<file path="src/hdl/pre_pkg.sv">
// ----------------------------------------------------------------------------
// pre_pkg
// Shared types and codes of the printable run extractor: item kinds,
// register indexes, controller states and the controller/datapath links.
// ----------------------------------------------------------------------------
package pre_pkg;

    // Result item kinds
    localparam logic [1:0] KIND_OFFSET = 2'd0;
    localparam logic [1:0] KIND_TEXT   = 2'd1;
    localparam logic [1:0] KIND_END    = 2'd2;

    // Configuration register indexes
    localparam logic CFG_MIN_RUN     = 1'b0;
    localparam logic CFG_OFFSET_MODE = 1'b1;

    // Widths of the fixed fields
    localparam int CFG_W   = 6;
    localparam int VALUE_W = 48;

    // Printable range and tab
    localparam logic [7:0] CHAR_SPACE = 8'h20;
    localparam logic [7:0] CHAR_TILDE = 8'h7E;
    localparam logic [7:0] CHAR_TAB   = 8'h09;

    typedef enum logic [1:0] {
        ST_IDLE,
        ST_OFFSET,
        ST_REPLAY,
        ST_CUR
    } state_t;

    // What goes into the output register
    typedef enum logic [2:0] {
        OUT_END,
        OUT_TEXT_IN,
        OUT_OFFSET,
        OUT_TEXT_HELD,
        OUT_TEXT_CUR
    } out_sel_t;

    typedef struct packed {
        logic     accept;
        logic     out_load;
        out_sel_t out_sel;
        logic     out_last;
        logic     rd_adv;
    } cmd_t;

    typedef struct packed {
        logic is_end;
        logic printable;
        logic in_run;
        logic complete;
        logic mode_nz;
        logic held_zero;
        logic rep_zero;
        logic rep_last;
        logic out_free;
    } stat_t;

endpackage

</file>
<file path="src/hdl/pre_ctrl.sv">
// ----------------------------------------------------------------------------
// pre_ctrl
// Controller of the printable run extractor: takes items and sequences the
// optional offset, held bytes and current byte when a run reaches its length.
// ----------------------------------------------------------------------------
module pre_ctrl
    import pre_pkg::*;
(
    input  logic  clk,
    input  logic  rst_n,
    input  logic  s_tvalid,
    output logic  s_tready,
    input  stat_t stat,
    output cmd_t  cmd
);

    state_t state_reg;
    state_t state_next;
    logic   acc;

    assign s_tready = (state_reg == ST_IDLE) && stat.out_free;
    assign acc      = s_tvalid && s_tready;

    // Hold state
    always_ff @(posedge clk or negedge rst_n)
    begin
        if (!rst_n)
        begin
            state_reg <= ST_IDLE;
        end
        else
        begin
            state_reg <= state_next;
        end
    end

    // Next state
    always_comb
    begin
        state_next = state_reg;
        case (state_reg)
            ST_IDLE:
            begin
                if (acc && !stat.is_end && stat.printable && !stat.in_run && stat.complete)
                begin
                    if (stat.mode_nz)
                    begin
                        state_next = ST_OFFSET;
                    end
                    else if (stat.held_zero)
                    begin
                        state_next = ST_CUR;
                    end
                    else
                    begin
                        state_next = ST_REPLAY;
                    end
                end
            end
            ST_OFFSET:
            begin
                if (stat.out_free)
                begin
                    state_next = stat.rep_zero ? ST_CUR : ST_REPLAY;
                end
            end
            ST_REPLAY:
            begin
                if (stat.out_free && stat.rep_last)
                begin
                    state_next = ST_CUR;
                end
            end
            ST_CUR:
            begin
                if (stat.out_free)
                begin
                    state_next = ST_IDLE;
                end
            end
            default:
            begin
                state_next = ST_IDLE;
            end
        endcase
    end

    // Commands to the datapath
    always_comb
    begin
        cmd          = '0;
        cmd.out_sel  = OUT_END;
        cmd.accept   = acc;
        case (state_reg)
            ST_IDLE:
            begin
                if (acc)
                begin
                    if (stat.is_end || !stat.printable)
                    begin
                        cmd.out_load = stat.in_run;
                        cmd.out_sel  = OUT_END;
                        cmd.out_last = 1'b1;
                    end
                    else if (stat.in_run)
                    begin
                        cmd.out_load = 1'b1;
                        cmd.out_sel  = OUT_TEXT_IN;
                        cmd.out_last = 1'b1;
                    end
                end
            end
            ST_OFFSET:
            begin
                cmd.out_load = stat.out_free;
                cmd.out_sel  = OUT_OFFSET;
            end
            ST_REPLAY:
            begin
                cmd.out_load = stat.out_free;
                cmd.out_sel  = OUT_TEXT_HELD;
                cmd.rd_adv   = stat.out_free;
            end
            ST_CUR:
            begin
                cmd.out_load = stat.out_free;
                cmd.out_sel  = OUT_TEXT_CUR;
                cmd.out_last = 1'b1;
            end
            default:
            begin
                cmd.out_load = 1'b0;
            end
        endcase
    end

endmodule

</file>
<file path="src/hdl/pre_dp.sv">
// ----------------------------------------------------------------------------
// pre_dp
// Datapath of the printable run extractor: configuration, held byte memory,
// run state, byte position and the output register.
// ----------------------------------------------------------------------------
module pre_dp
    import pre_pkg::*;
#(
    parameter int MAX_RUN      = 32,
    parameter int OFFSET_WIDTH = 48
)
(
    input  logic               clk,
    input  logic               rst_n,
    input  logic               cfg_we,
    input  logic               cfg_addr,
    input  logic [CFG_W-1:0]   cfg_wdata,
    input  logic [7:0]         in_byte,
    input  logic               in_end,
    input  cmd_t               cmd,
    output stat_t              stat,
    input  logic               m_tready,
    output logic               m_tvalid,
    output logic [VALUE_W-1:0] m_tdata,
    output logic [1:0]         m_tuser,
    output logic               m_tlast
);

    localparam int AW = (MAX_RUN > 1) ? $clog2(MAX_RUN) : 1;

    logic [CFG_W-1:0]        min_len_reg;
    logic [1:0]              mode_reg;
    logic [AW-1:0]           held_cnt_reg;
    logic                    in_run_reg;
    logic [OFFSET_WIDTH-1:0] pos_reg;
    logic [7:0]              mem [MAX_RUN];
    logic [AW-1:0]           rd_ptr_reg;
    logic [AW-1:0]           rd_ptr_next;
    logic [7:0]              rd_data_reg;
    logic [AW-1:0]           rep_cnt_reg;
    logic [7:0]              cur_reg;
    logic [VALUE_W-1:0]      start_reg;
    logic                    out_valid_reg;
    logic [1:0]              out_kind_reg;
    logic [VALUE_W-1:0]      out_value_reg;
    logic                    out_last_reg;

    logic [CFG_W-1:0]        eff_len;
    logic                    printable;
    logic                    complete;
    logic                    store;
    logic                    finish;
    logic [OFFSET_WIDTH-1:0] start_val;

    // Clamp the run length to 1..MAX_RUN
    always_comb
    begin
        if (min_len_reg == '0)
        begin
            eff_len = CFG_W'(1);
        end
        else if (min_len_reg > CFG_W'(MAX_RUN))
        begin
            eff_len = CFG_W'(MAX_RUN);
        end
        else
        begin
            eff_len = min_len_reg;
        end
    end

    assign printable = ((in_byte >= CHAR_SPACE) && (in_byte <= CHAR_TILDE))
                       || (in_byte == CHAR_TAB);
    assign complete  = ((CFG_W + 1)'(held_cnt_reg) + (CFG_W + 1)'(1))
                       >= (CFG_W + 1)'(eff_len);
    assign finish    = cmd.accept && !in_end && printable && !in_run_reg && complete;
    assign store     = cmd.accept && !in_end && printable && !in_run_reg && !complete;

    // Offset of the first byte of the run, floored at zero
    assign start_val = (pos_reg >= OFFSET_WIDTH'(held_cnt_reg))
                       ? pos_reg - OFFSET_WIDTH'(held_cnt_reg) : '0;

    // Status to the controller
    always_comb
    begin
        stat.is_end    = in_end;
        stat.printable = printable;
        stat.in_run    = in_run_reg;
        stat.complete  = complete;
        stat.mode_nz   = (mode_reg != 2'd0);
        stat.held_zero = (held_cnt_reg == '0);
        stat.rep_zero  = (rep_cnt_reg == '0);
        stat.rep_last  = ((AW + 1)'(rd_ptr_reg) + (AW + 1)'(1)) == (AW + 1)'(rep_cnt_reg);
        stat.out_free  = !out_valid_reg || m_tready;
    end

    // Write configuration
    always_ff @(posedge clk or negedge rst_n)
    begin
        if (!rst_n)
        begin
            min_len_reg <= CFG_W'(4);
            mode_reg    <= 2'd0;
        end
        else if (cfg_we)
        begin
            if (cfg_addr == CFG_MIN_RUN)
            begin
                min_len_reg <= cfg_wdata;
            end
            else if (cfg_addr == CFG_OFFSET_MODE)
            begin
                mode_reg <= cfg_wdata[1:0];
            end
        end
    end

    // Track run state and byte position on each accepted item
    always_ff @(posedge clk or negedge rst_n)
    begin
        if (!rst_n)
        begin
            held_cnt_reg <= '0;
            in_run_reg   <= 1'b0;
            pos_reg      <= '0;
            rep_cnt_reg  <= '0;
        end
        else if (cmd.accept)
        begin
            if (in_end)
            begin
                held_cnt_reg <= '0;
                in_run_reg   <= 1'b0;
                pos_reg      <= '0;
            end
            else
            begin
                if (pos_reg != '1)
                begin
                    pos_reg <= pos_reg + 1'b1;
                end
                if (!printable)
                begin
                    held_cnt_reg <= '0;
                    in_run_reg   <= 1'b0;
                end
                else if (finish)
                begin
                    rep_cnt_reg  <= held_cnt_reg;
                    held_cnt_reg <= '0;
                    in_run_reg   <= 1'b1;
                end
                else if (store)
                begin
                    held_cnt_reg <= held_cnt_reg + 1'b1;
                end
            end
        end
    end

    // Capture the completing byte and the run's start offset
    always_ff @(posedge clk)
    begin
        if (finish)
        begin
            cur_reg   <= in_byte;
            start_reg <= VALUE_W'(start_val);
        end
    end

    // Advance the replay pointer
    always_comb
    begin
        if (cmd.accept)
        begin
            rd_ptr_next = '0;
        end
        else if (cmd.rd_adv)
        begin
            rd_ptr_next = rd_ptr_reg + 1'b1;
        end
        else
        begin
            rd_ptr_next = rd_ptr_reg;
        end
    end

    always_ff @(posedge clk or negedge rst_n)
    begin
        if (!rst_n)
        begin
            rd_ptr_reg <= '0;
        end
        else
        begin
            rd_ptr_reg <= rd_ptr_next;
        end
    end

    // Held byte memory, registered read
    always_ff @(posedge clk)
    begin
        if (store)
        begin
            mem[held_cnt_reg] <= in_byte;
        end
        rd_data_reg <= mem[rd_ptr_next];
    end

    // Output register: load on command, drop when taken
    always_ff @(posedge clk or negedge rst_n)
    begin
        if (!rst_n)
        begin
            out_valid_reg <= 1'b0;
        end
        else if (cmd.out_load)
        begin
            out_valid_reg <= 1'b1;
        end
        else if (m_tready)
        begin
            out_valid_reg <= 1'b0;
        end
    end

    always_ff @(posedge clk)
    begin
        if (cmd.out_load)
        begin
            out_last_reg <= cmd.out_last;
            case (cmd.out_sel)
                OUT_END:
                begin
                    out_kind_reg  <= KIND_END;
                    out_value_reg <= '0;
                end
                OUT_TEXT_IN:
                begin
                    out_kind_reg  <= KIND_TEXT;
                    out_value_reg <= VALUE_W'(in_byte);
                end
                OUT_OFFSET:
                begin
                    out_kind_reg  <= KIND_OFFSET;
                    out_value_reg <= start_reg;
                end
                OUT_TEXT_HELD:
                begin
                    out_kind_reg  <= KIND_TEXT;
                    out_value_reg <= VALUE_W'(rd_data_reg);
                end
                OUT_TEXT_CUR:
                begin
                    out_kind_reg  <= KIND_TEXT;
                    out_value_reg <= VALUE_W'(cur_reg);
                end
                default:
                begin
                    out_kind_reg  <= KIND_END;
                    out_value_reg <= '0;
                end
            endcase
        end
    end

    assign m_tvalid = out_valid_reg;
    assign m_tdata  = out_value_reg;
    assign m_tuser  = out_kind_reg;
    assign m_tlast  = out_last_reg;

endmodule

</file>
<file path="src/hdl/printable_run_extractor_core.sv">
// ----------------------------------------------------------------------------
// printable_run_extractor_core
// Finds runs of printable bytes in a byte stream and reports those that reach
// the programmed minimum length, with an optional binary start offset.
// ----------------------------------------------------------------------------
// A byte that does not complete a run leaves the block idle, so plain bytes,
// pass-through bytes, run ends and stream ends flow at one item per cycle
// while the output is being drained. After a completing byte, the offset item
// (when enabled), the held bytes (up to MAX_RUN-1) and that byte go out before
// the next item is taken. The single output register presents one result per
// cycle while drained, replaying the held bytes from the held byte memory
// through its one registered read port. The held byte memory needs no clearing
// after reset. The user writes configuration only while the block is idle;
// the block does not enforce it.
module printable_run_extractor_core
    import pre_pkg::*;
#(
    parameter int MAX_RUN      = 32,
    parameter int OFFSET_WIDTH = 48
)
(
    input  logic               clk,
    input  logic               rst_n,
    // configuration write port
    input  logic               cfg_we,
    input  logic               cfg_addr,
    input  logic [CFG_W-1:0]   cfg_wdata,
    // input stream
    input  logic               s_tvalid,
    output logic               s_tready,
    input  logic [7:0]         s_tdata,   // [7:0] data_byte
    input  logic               s_tlast,   // stream_end
    // result stream
    output logic               m_tvalid,
    input  logic               m_tready,
    output logic [VALUE_W-1:0] m_tdata,   // [47:0] item_value
    output logic [1:0]         m_tuser,   // [1:0] item_kind
    output logic               m_tlast    // last_of_run
);

    cmd_t  cmd;
    stat_t stat;

    // Sequence items and results
    pre_ctrl u_ctrl (
        .clk      (clk),
        .rst_n    (rst_n),
        .s_tvalid (s_tvalid),
        .s_tready (s_tready),
        .stat     (stat),
        .cmd      (cmd)
    );

    // Hold run state, held bytes and the output register
    pre_dp #(
        .MAX_RUN      (MAX_RUN),
        .OFFSET_WIDTH (OFFSET_WIDTH)
    ) u_dp (
        .clk       (clk),
        .rst_n     (rst_n),
        .cfg_we    (cfg_we),
        .cfg_addr  (cfg_addr),
        .cfg_wdata (cfg_wdata),
        .in_byte   (s_tdata),
        .in_end    (s_tlast),
        .cmd       (cmd),
        .stat      (stat),
        .m_tready  (m_tready),
        .m_tvalid  (m_tvalid),
        .m_tdata   (m_tdata),
        .m_tuser   (m_tuser),
        .m_tlast   (m_tlast)
    );

endmodule
</file>
<file path="config.mk">
export PLATFORM = sky130hd
export DESIGN_NAME = printable_run_extractor_core
export DESIGN_NICKNAME = d
export VERILOG_FILES = /design/src/hdl/pre_pkg.sv /design/src/hdl/pre_ctrl.sv /design/src/hdl/pre_dp.sv /design/src/hdl/printable_run_extractor_core.sv
export SDC_FILE = /design/constraint.sdc
export NUM_CORES = 1
export LEC_CHECK = 0
export BUFFER_PORTS_ARGS = -buffer_cell sky130_fd_sc_hd__buf_2
export CORE_MARGIN = 2
export CORE_UTILIZATION = 54
export DETAILED_ROUTE_END_ITERATION = 8
export GPL_TIMING_DRIVEN = 0
export PLACE_DENSITY = 0.78
export SYNTH_ARGS = -nofsm -noshare
export SYNTH_HDL_FRONTEND = slang
export SYNTH_SLANG_ARGS = --single-unit
</file>
<file path="constraint.sdc">
create_clock -name clk -period 13.15 [get_ports clk]
set_input_delay 1.315 -clock clk [delete_from_list [all_inputs] [get_ports clk]]
set_output_delay 1.315 -clock clk [all_outputs]
set_load 0.01 [all_outputs]
</file>
==> metrics, run 1 <==
synthesized area 19300 um2; dpl hpwl 28350 um; # rows 69; 1st-pass router iterations 7; via count 11790; Post-synth EDFFs 363; CP arrival 5.51 ns; vias in the first global route 11370; Clock Sinks 446; Port Buffers 73; Nets 1496; Clock Latency Late Sink 0.57 ns; pwr/cell area 206.4 nW/um2; I/O Pins 74; RD Place Congestion 0.8850; critical register-to-register path endpoint u_dp.mem[16][0]$_DFFE_PP_; Crit Path Class in -> reg; cts hold-fix bufs 0; CTS root buf clkbuf_16; fraction of registers with async set or reset after synthesis 0.1682; Period minus WS final 5.337 ns; Final Skew 0.03468 ns; Netlist cell types 70; met2 routed WL 19770 um; Hold Path Depth 1; Reg clk slew, reported paths 0.06 ns; hold endpoint u_dp.mode_reg[0]$_DFFE_PN0P_; H-tree lvl count 2; vias per inst 6.054; Worst Max-Slew Pin Slew 1.202 ns; clk buf depth 3; R2R setup slack 8.40 ns; postcts setup bufs 0; status completed; Routed Antenna Nets 0; CP startpoint kind input pin; CTS-repair resized insts 0; remaining design rule violation count 0; Synth-to-Final Area Change 13.22%; sequential element share of the synthesized area 0.6705; HP Start u_dp.mode_reg[0]$_DFFE_PN0P_; Hold Crit Class reg -> reg; CTS Buf Count 45; kind of end point of the critical path register; period utilisation layout 0.4059; Die Ht 193.0 um; CTS tree done; uppermost layer routed met4; Placed Instances 1865; syn avg cell area 14.55 um2; die width 193.0 um; DIE AREA 37260 um2; Fin Setup TNS 0 ns; # Max-Cap Violations 0; Initial Util 0.5451; met3 wire length 3428 um; initial antenna violation count 1; Main synth FF type edfxtp_1; Gate Count Post-Synth 1326; static leakage power 7.627 nW; Peak VDD IR 0.1529 mV; Reg with most FFs u_dp.mem; Reg2Reg Launch Point u_dp.held_cnt_reg[1]$_DFFE_PN0P_; share of layout cells above drive strength 1 0.1723; syn nets 1371; Routed met1 length 18220 um; first-pass GRT wire length 65770 um; total gr overflow 0; Reg2Reg Depth 8; Rel. slew slack 0.1986; Warnings, synthesis 0; Final setup viols 0; wire length per cell 21.85 um; DRT Wirelength 42560 um; Hold Violations, Final 0; fmax 187.4 MHz; #FFs+latches synth 446; drt initial violations 1355; Core Area 35400 um2; RSZ-0062 raised after global routing false; Post-Layout Cell Count 1948; crit path max fanout 35; max reg flops 256; Worst EP required 13.33 ns; GRT Total Usage 0.2342; max-slew violations 0; pin count of the biggest net entering global routing 53
[power by group]
part	leakage [nW]	internal [mW]	total, mW	switching [mW]
Sequential	4.39	1.72	1.79	0.0620
Combinational	2.52	0.603	1.44	0.842
Clock	0.716	0.745	1.28	0.534
[synth_stat cells (10+ instances only)]
master / instances / area share
a21oi_1: 29 / 0.0075
a22o_1: 20 / 0.0091
and2_1: 46 / 0.015
and3_1: 10 / 0.0032
clkbuf_1: 56 / 0.011
dfrtp_1: 74 / 0.096
edfxtp_1: 363 / 0.56
ha_1: 23 / 0.015
inv_1: 18 / 0.0035
mux2_2: 10 / 0.0058
mux4_2: 64 / 0.075
nand2_1: 65 / 0.013
nand2b_1: 10 / 0.0032
nand3_1: 42 / 0.011
nand4_1: 20 / 0.0065
nor2_1: 135 / 0.026
nor3_1: 38 / 0.0099
nor4_1: 16 / 0.0052
o21ai_0: 36 / 0.0093
o31ai_1: 20 / 0.0078
or2_2: 10 / 0.0032
or3_1: 16 / 0.0052
or4_1: 15 / 0.0058
xnor2_1: 44 / 0.020
xor2_1: 23 / 0.010
[per-stage QoR]
step / util / worst slack, ns / cell area [um2] / power (mW) / hold slack, ns
final: 0.6172 / 7.813 / 21850 / 4.509 / 0.5075
after floorplan: - / 7.221 / 19300 / 2.779 / 0.4800
after detailed placement: 0.5750 / 7.288 / 20350 / 3.242 / 0.4956
after CTS: 0.6171 / 7.892 / 21840 / 4.519 / 0.5101
after global routing: 0.6171 / 7.426 / 21840 / 4.711 / 0.5295
after global placement: 0.5718 / 5.727 / 20240 / 3.203 / 0.4900
[layout by cell type, fill, tap and decap left out, drive strengths merged, types with 9 or more instances in the layout]
master / n
edfxtp: 363
nor2: 135
clkbuf: 111
buf: 95
dfrtp: 74
nand2: 65
mux4: 64
and2: 46
xnor2: 44
nand3: 42
nor3: 39
o21ai: 38
a21oi: 29
xor2: 23
ha: 23
inv: 21
nand4: 20
a22o: 20
o31ai: 20
or3: 17
nor4: 17
or4: 17
clkinv: 17
nand2b: 10
and3: 10
or2: 10
mux2: 10
nor2b: 9
[critical path, stage by stage]
cell	delay, ns
buf_2	0.52
nand2_1	0.16
o31a_1	0.26
a2111oi_0	0.57
nand2b_1	0.28
a2111oi_2	0.90
nand2_1	0.60
nor2_1	0.87
[per-layer routing]
layer / global-route usage / vias to the layer above
met3: 0.04344 / 85
met5: 0 / -
met2: 0.3598 / 520
li1: - / 5351
met4: 0.07226 / 0
met1: 0.3441 / 5837
[cell families (layout without fill, tap and decap cells)]
kind of cell / after synthesis / after routing / share of synthesized area
compound gates: 162 / 162 / 0.05927
xor+xnor: 67 / 67 / 0.03041
fa+ha+maj: 24 / 24 / 0.01595
buf+inv: 94 / 254 / 0.01991
flops: 446 / 446 / 0.6705
mux: 82 / 82 / 0.08468
other cells: 0 / 1 / 0
simple gates: 451 / 451 / 0.1192
[layout make-up]
cell class	instances	area, um2
Buffer	75	312.8
Multi-Input combinational cell	786	5998
Tap cell	461	576.8
Inverter	19	71.32
Clock inverter	28	311.5
Sequential cell	446	12940
Clock buffer	54	1180
Antenna cell	1	2.502
Fill cell	2590	13550
Timing Repair Buffer	78	455.4
[worst max-delay path by stage]
stage          startpoint                   endpoint  slack [ns]  cells past startpoint
5_1_grt        s_tdata[0]  u_dp.mem[19][0]$_DFFE_PP_        7.43                      8
6_report       s_tdata[3]  u_dp.mem[16][0]$_DFFE_PP_        7.81                      8
3_5_place_dp   s_tdata[0]  u_dp.mem[21][5]$_DFFE_PP_        7.29                      8
4_1_cts        s_tdata[3]  u_dp.mem[16][1]$_DFFE_PP_        7.89                      8
2_1_floorplan    m_tready  u_dp.m_tvalid$_DFFE_PN0P_        7.22                      4
3_3_place_gp     m_tready  u_dp.m_tvalid$_DFFE_PN0P_        5.73                      5
No activity file was read; power rests on OpenSTA's default activity.
==> run 2: changes to the inputs <==
--- a/config.mk
+++ b/config.mk
@@ -10,7 +10,7 @@
 export CORE_UTILIZATION = 54
 export DETAILED_ROUTE_END_ITERATION = 8
 export GPL_TIMING_DRIVEN = 0
-export PLACE_DENSITY = 0.78
+export PLACE_DENSITY = 0.81
 export SYNTH_ARGS = -nofsm -noshare
 export SYNTH_HDL_FRONTEND = slang
 export SYNTH_SLANG_ARGS = --single-unit
==> constraint.sdc (replaced) <==
create_clock -name clk -period 4.3 [get_ports clk]
set_input_delay 0.43 -clock clk [delete_from_list [all_inputs] [get_ports clk]]
set_output_delay 0.43 -clock clk [all_outputs]
set_load 0.01 [all_outputs]
==> metrics, run 2 (same netlist as run 1, synthesis figures left out) <==
static leakage power 7.627 nW; Nets 1503; clock share of power 0.265; Period minus WS final 4.182 ns; hold endpoint u_dp.min_len_reg[5]$_DFFE_PN0P_; Initial Util 0.5451; crit path max fanout 10; RD Place Congestion 0.8870; DIE AREA 37260 um2; switching power 4.495 mW; Peak VDD IR 0.3973 mV; first-pass GRT wire length 68230 um; Reg clk slew, reported paths 0.06 ns; Internal 9.255 mW; initial antenna violation count 2; Rel. slew slack 0.05638; Crit Path Class reg -> reg; CTS Buf Count 43; Hold Crit Class in -> reg; I/O Pins 74; R2R setup slack 0.12 ns; Clock Sinks 446; fmax 239.1 MHz; status completed; drt initial violations 1634; Routed Antenna Nets 0; pin count of the biggest net entering global routing 72; Die Ht 193.0 um; vias per inst 6.322; 1st-pass router iterations 5; CTS root buf clkbuf_16; Comb power frac 0.337; Placed Instances 1865; pwr/cell area 626.8 nW/um2; Core Area 35400 um2; H-tree lvl count 2; critical register-to-register path endpoint u_dp.rd_data_reg[5]$_DFF_P_; Clock Latency Late Sink 0.58 ns; dpl cell area 20340 um2; kind of end point of the critical path register; dpl hpwl 28490 um; clk buf depth 3; share of layout cells above drive strength 1 0.1983; commonest non-fill, non-tap cells in the layout edfxtp_1, nor2_1, buf_2, dfrtp_1, clkbuf_1; Worst EP required 4.69 ns; Final Skew 0.03102 ns; period utilisation layout 0.9724; Reg2Reg Launch Point u_ctrl.state_reg[0]$_DFFE_PN0P_; CP arrival 4.57 ns; final worst setup slack 0.1185 ns; max reg flops 256; Final setup viols 0; HP Start cfg_wdata[5]; switch share 0.3269; remaining design rule violation count 0; total gr overflow 0; RSZ-0062 raised after global routing false; via count 12370; Post-Layout Cell Count 1956; DRT Wirelength 45370 um; CP startpoint kind register; design area 21940 um2; # Max-Cap Violations 0; Synth-to-Final Area Change 13.69%; fin util 0.6198; Seq pwr share 0.398; die width 193.0 um; max-slew violations 0; Hold Violations, Final 0; pre-CTS worst setup slack -0.6317 ns; # rows 69; GRT Total Usage 0.2447; vias in the first global route 11640; Port Buffers 73; Reg with most FFs u_dp.mem; Hold Path Depth 3; wire length per cell 23.20 um; commonest non-fill, non-tap cell in the layout edfxtp_1; CTS tree done; Reg2Reg Depth 12; Worst Max-Slew Pin Slew 1.402 ns
[run 2: power by group through the flow]
stage	clock network, mW	registers (mW)	logic, mW
2_1_floorplan	0	5.68	2.80
3_3_place_gp	0	5.56	4.19
3_5_place_dp	0	5.55	4.38
4_1_cts	3.68	5.47	4.45
5_1_grt	3.85	5.50	4.93
6_report	3.65	5.47	4.64
[run 2: worst max-delay path by stage]
| stage | startpoint | to | slack [ns] | cells past startpoint |
|---|---|---|---|---|
| 6_report | u_ctrl.state_reg[0]$_DFFE_PN0P_ | u_dp.rd_data_reg[5]$_DFF_P_ | 0.12 | 12 |
| 4_1_cts | u_dp.held_cnt_reg[0]$_DFFE_PN0P_ | u_dp.mem[11][4]$_DFFE_PP_ | -0.05 | 8 |
| 2_1_floorplan | u_dp.held_cnt_reg[2]$_DFFE_PN0P_ | u_dp.cur_reg[0]$_DFFE_PP_ | 0.60 | 11 |
| 5_1_grt | u_ctrl.state_reg[0]$_DFFE_PN0P_ | u_dp.rd_data_reg[5]$_DFF_P_ | 0.05 | 12 |
| 3_3_place_gp | s_tdata[0] | u_dp.mem[9][6]$_DFFE_PP_ | -0.43 | 8 |
| 3_5_place_dp | s_tdata[0] | u_dp.mem[10][5]$_DFFE_PP_ | -0.63 | 8 |
[run 2: through the flow]
stage / setup TNS, ns / hold WS (ns) / power [mW]
2_1_floorplan: 0 / 0.1344 / 8.484
3_3_place_gp: -117.30 / 0.4907 / 9.756
3_5_place_dp: -138.62 / 0.2546 / 9.933
4_1_cts: -2.019 / 0.06305 / 13.60
5_1_grt: 0 / 0.08863 / 14.28
6_report: 0 / 0.07416 / 13.75
[run 2: final cells by class]
class | count | area [um2]
Multi-Input combinational cell | 786 | 6128
Clock inverter | 19 | 186.4
Sequential cell | 446 | 12940
Buffer | 75 | 316.6
Fill cell | 2478 | 13460
Inverter | 19 | 71.32
Tap cell | 461 | 576.8
Clock buffer | 61 | 1184
Timing Repair Buffer | 87 | 531.8
Antenna cell | 2 | 5.005
[run 2: timing repair]
action	CTS	global route
endpoints found under the setup margin	264	234
setup buffers	0	8
hold endpoints to repair	74	0
gates resized for setup	36	13
pin swaps	0	1
hold buffers	1	0
[run 2: worst max-delay path: stages (launching register included)]
cell	delay, ns
dfrtp_1	0.46
inv_1	0.12
ha_1	0.15
clkbuf_1	0.36
nand2b_1	0.10
o21ai_0	0.25
a22o_1	0.23
clkbuf_1	0.49
clkbuf_1	0.68
mux4_2	0.42
a22o_1	0.20
nor2_1	0.28
o221ai_1	0.25
[run 2: metal layers]
| metal | wire, um | GRT usage | up-vias |
|---|---|---|---|
| met2 | 21260 | 0.3791 | 761 |
| met3 | 4437 | 0.04923 | 154 |
| met4 | 1937 | 0.1005 | 2 |
| met5 | 15 | 0 | - |
| met1 | 17720 | 0.3432 | 6096 |
| li1 | - | - | 5352 |
==> run 3: changes to the inputs <==
--- a/config.mk
+++ b/config.mk
@@ -10,7 +10,9 @@
 export CORE_UTILIZATION = 54
 export DETAILED_ROUTE_END_ITERATION = 8
 export GPL_TIMING_DRIVEN = 0
+export MAX_ROUTING_LAYER = met4
 export PLACE_DENSITY = 0.81
+export SLEW_MARGIN = 15
 export SYNTH_ARGS = -nofsm -noshare
 export SYNTH_HDL_FRONTEND = slang
 export SYNTH_SLANG_ARGS = --single-unit
==> metrics, run 3 (same netlist as run 1, synthesis figures left out) <==
status completed; kind of end point of the critical path register; Crit Path Class reg -> reg; max reg flops 256; vias per inst 6.280; H-tree lvl count 2; CTS root buf clkbuf_16; Most Frequent Cell on Critical Path clkbuf_1; vias in the first global route 11560; crit path max fanout 10; Reg clk slew, reported paths 0.06 ns; Period minus WS final 4.064 ns; Hold Path Depth 3; Final Skew 0.02857 ns; 1st-pass router iterations 6; via count 12250; die width 193.0 um; RSZ-0062 raised after global routing false; dpl hpwl 28470 um; Port Buffers 73; Nets 1499; Seq pwr share 0.392; Clock Sinks 446; GRT Total Usage 0.2522; # rows 69; period utilisation layout 0.9451; Max stage delay on crit path 0.71 ns; Reg with most FFs u_dp.mem; pwr/cell area 633.0 nW/um2; hold endpoint u_dp.min_len_reg[5]$_DFFE_PN0P_; HP Start cfg_wdata[5]; I/O Pins 74; Fin Setup TNS 0 ns; drt initial violations 1564; Worst EP required 4.70 ns; Synth-to-Final Area Change 14.03%; switch share 0.3258; Peak VDD IR 0.3826 mV; CP max-delay cell clkbuf_1; R2R setup slack 0.24 ns; total gr overflow 0; clock share of power 0.279; Comb power frac 0.328; switching power 4.538 mW; Die Ht 193.0 um; commonest non-fill, non-tap cells in the layout edfxtp_1, nor2_1, buf_2, dfrtp_1, mux4_2; crit-path cells inv_1, ha_1, clkbuf_1, nand2b_1, o21ai_0, a22o_1, clkbuf_1, clkbuf_1, mux4_2, a22o_1, nor2_1, o221ai_1; share of layout cells above drive strength 1 0.2051; CP startpoint u_ctrl.state_reg[0]$_DFFE_PN0P_; commonest non-fill, non-tap cell in the layout edfxtp_1; Rel. slew slack 0.1576; worst hold margin 0.07848 ns; CTS Buf Count 43; DRT Wirelength 44830 um; DIE AREA 37260 um2; CTS tree done; critical path's top delay family buffers and inverters; Reg2Reg Launch Point u_ctrl.state_reg[0]$_DFFE_PN0P_; Internal 9.391 mW; Reg2Reg Depth 12; Core Area 35400 um2; first-pass GRT wire length 67930 um; Initial Util 0.5451; CP arrival 4.46 ns; fmax 246.1 MHz; clk buf depth 3; RD Place Congestion 0.9039; pin count of the biggest net entering global routing 44; Worst Path Buf+Inv 4; remaining design rule violation count 0; Final setup viols 0; Hold Violations, Final 0; Hold Crit Class in -> reg; # Max-Cap Violations 0; Worst Max-Slew Pin Slew 1.254 ns; Routed Antenna Nets 0; Clock Latency Late Sink 0.57 ns; initial antenna violation count 2; Power Total 13.93 mW; max-slew violations 0; critical register-to-register path endpoint u_dp.rd_data_reg[5]$_DFF_P_; wire length per cell 22.99 um; static leakage power 7.652 nW; CP startpoint kind register; fin util 0.6216
run 3: changes by cell type in the layout (fill, tap and decap cells not counted), moves of 3 or more:
cell,delta
nor2_4,+3
clkinv_1,-3
clkinv_2,+6
clkinvlp_4,+3
nor2_2,-3
clkbuf_8,-3
bufinv_16,+4
clkbuf_1,-10
run 3: stage by stage:
| step | instances | setup WS [ns] | instance area, um2 |
|---|---|---|---|
| after global routing | 1950 | 0.02933 | 22000 |
| after CTS | 1946 | -0.05485 | 21950 |
| after detailed placement | 1864 | -0.6340 | 20330 |
| after floorplan | 1326 | 0.5988 | 19300 |
| final | 1950 | 0.2361 | 22000 |
| after global placement | 1860 | -0.4293 | 20240 |
run 3: power by group through the flow:
| stage | registers, mW | logic [mW] | clock network, mW |
|---|---|---|---|
| floorplan | 5.68 | 2.80 | 0 |
| global placement | 5.56 | 4.19 | 0 |
| detailed placement | 5.55 | 4.36 | 0 |
| CTS | 5.46 | 4.51 | 3.93 |
| global route | 5.49 | 4.88 | 4.09 |
| finish | 5.46 | 4.58 | 3.89 |
run 3: layout make-up:
type                            count  area [um2]
Tap cell                          461       576.8
Timing Repair Buffer               83       478.0
Antenna cell                        2       5.005
Clock inverter                     30       361.6
Clock buffer                       48        1105
Fill cell                        2485       13390
Inverter                           19       71.32
Multi-Input combinational cell    786        6151
Buffer                             75       316.6
Sequential cell                   446       12940
run 3: worst max-delay path by stage:
stage / to / slack, ns / cells past startpoint
2_1_floorplan: u_dp.cur_reg[0]$_DFFE_PP_ / 0.60 / 11
3_3_place_gp: u_dp.mem[9][6]$_DFFE_PP_ / -0.43 / 8
3_5_place_dp: u_dp.mem[12][5]$_DFFE_PP_ / -0.63 / 8
4_1_cts: u_dp.mem[12][2]$_DFFE_PP_ / -0.05 / 8
5_1_grt: u_dp.start_reg[46]$_SDFFCE_PN0P_ / 0.03 / 10
6_report: u_dp.rd_data_reg[5]$_DFF_P_ / 0.24 / 12
run 3: timing repair:
| action | 4_1_cts | 5_1_grt |
|---|---|---|
| setup endpoints to repair | 264 | 263 |
| hold buffers | 1 | 0 |
| hold endpoints to repair | 34 | 0 |
| setup buffers | 3 | 2 |
| gates resized for setup | 37 | 15 |
| pin swaps | 0 | 1 |
run 3: metal layers:
layer / part of all wire / vias to the layer above / global-route usage / wire [um]
met5: 0 / - / - / 0
met2: 0.47 / 723 / 0.3783 / 20940
met1: 0.40 / 6026 / 0.3491 / 17790
met3: 0.099 / 132 / 0.04471 / 4439
li1: - / 5365 / - / -
met4: 0.037 / 0 / 0.09499 / 1666
run 3: worst min-delay path, cell delays in order:
cell,delay (ns)
buf_2,0.08
nand2_1,0.04
o21ai_0,0.06
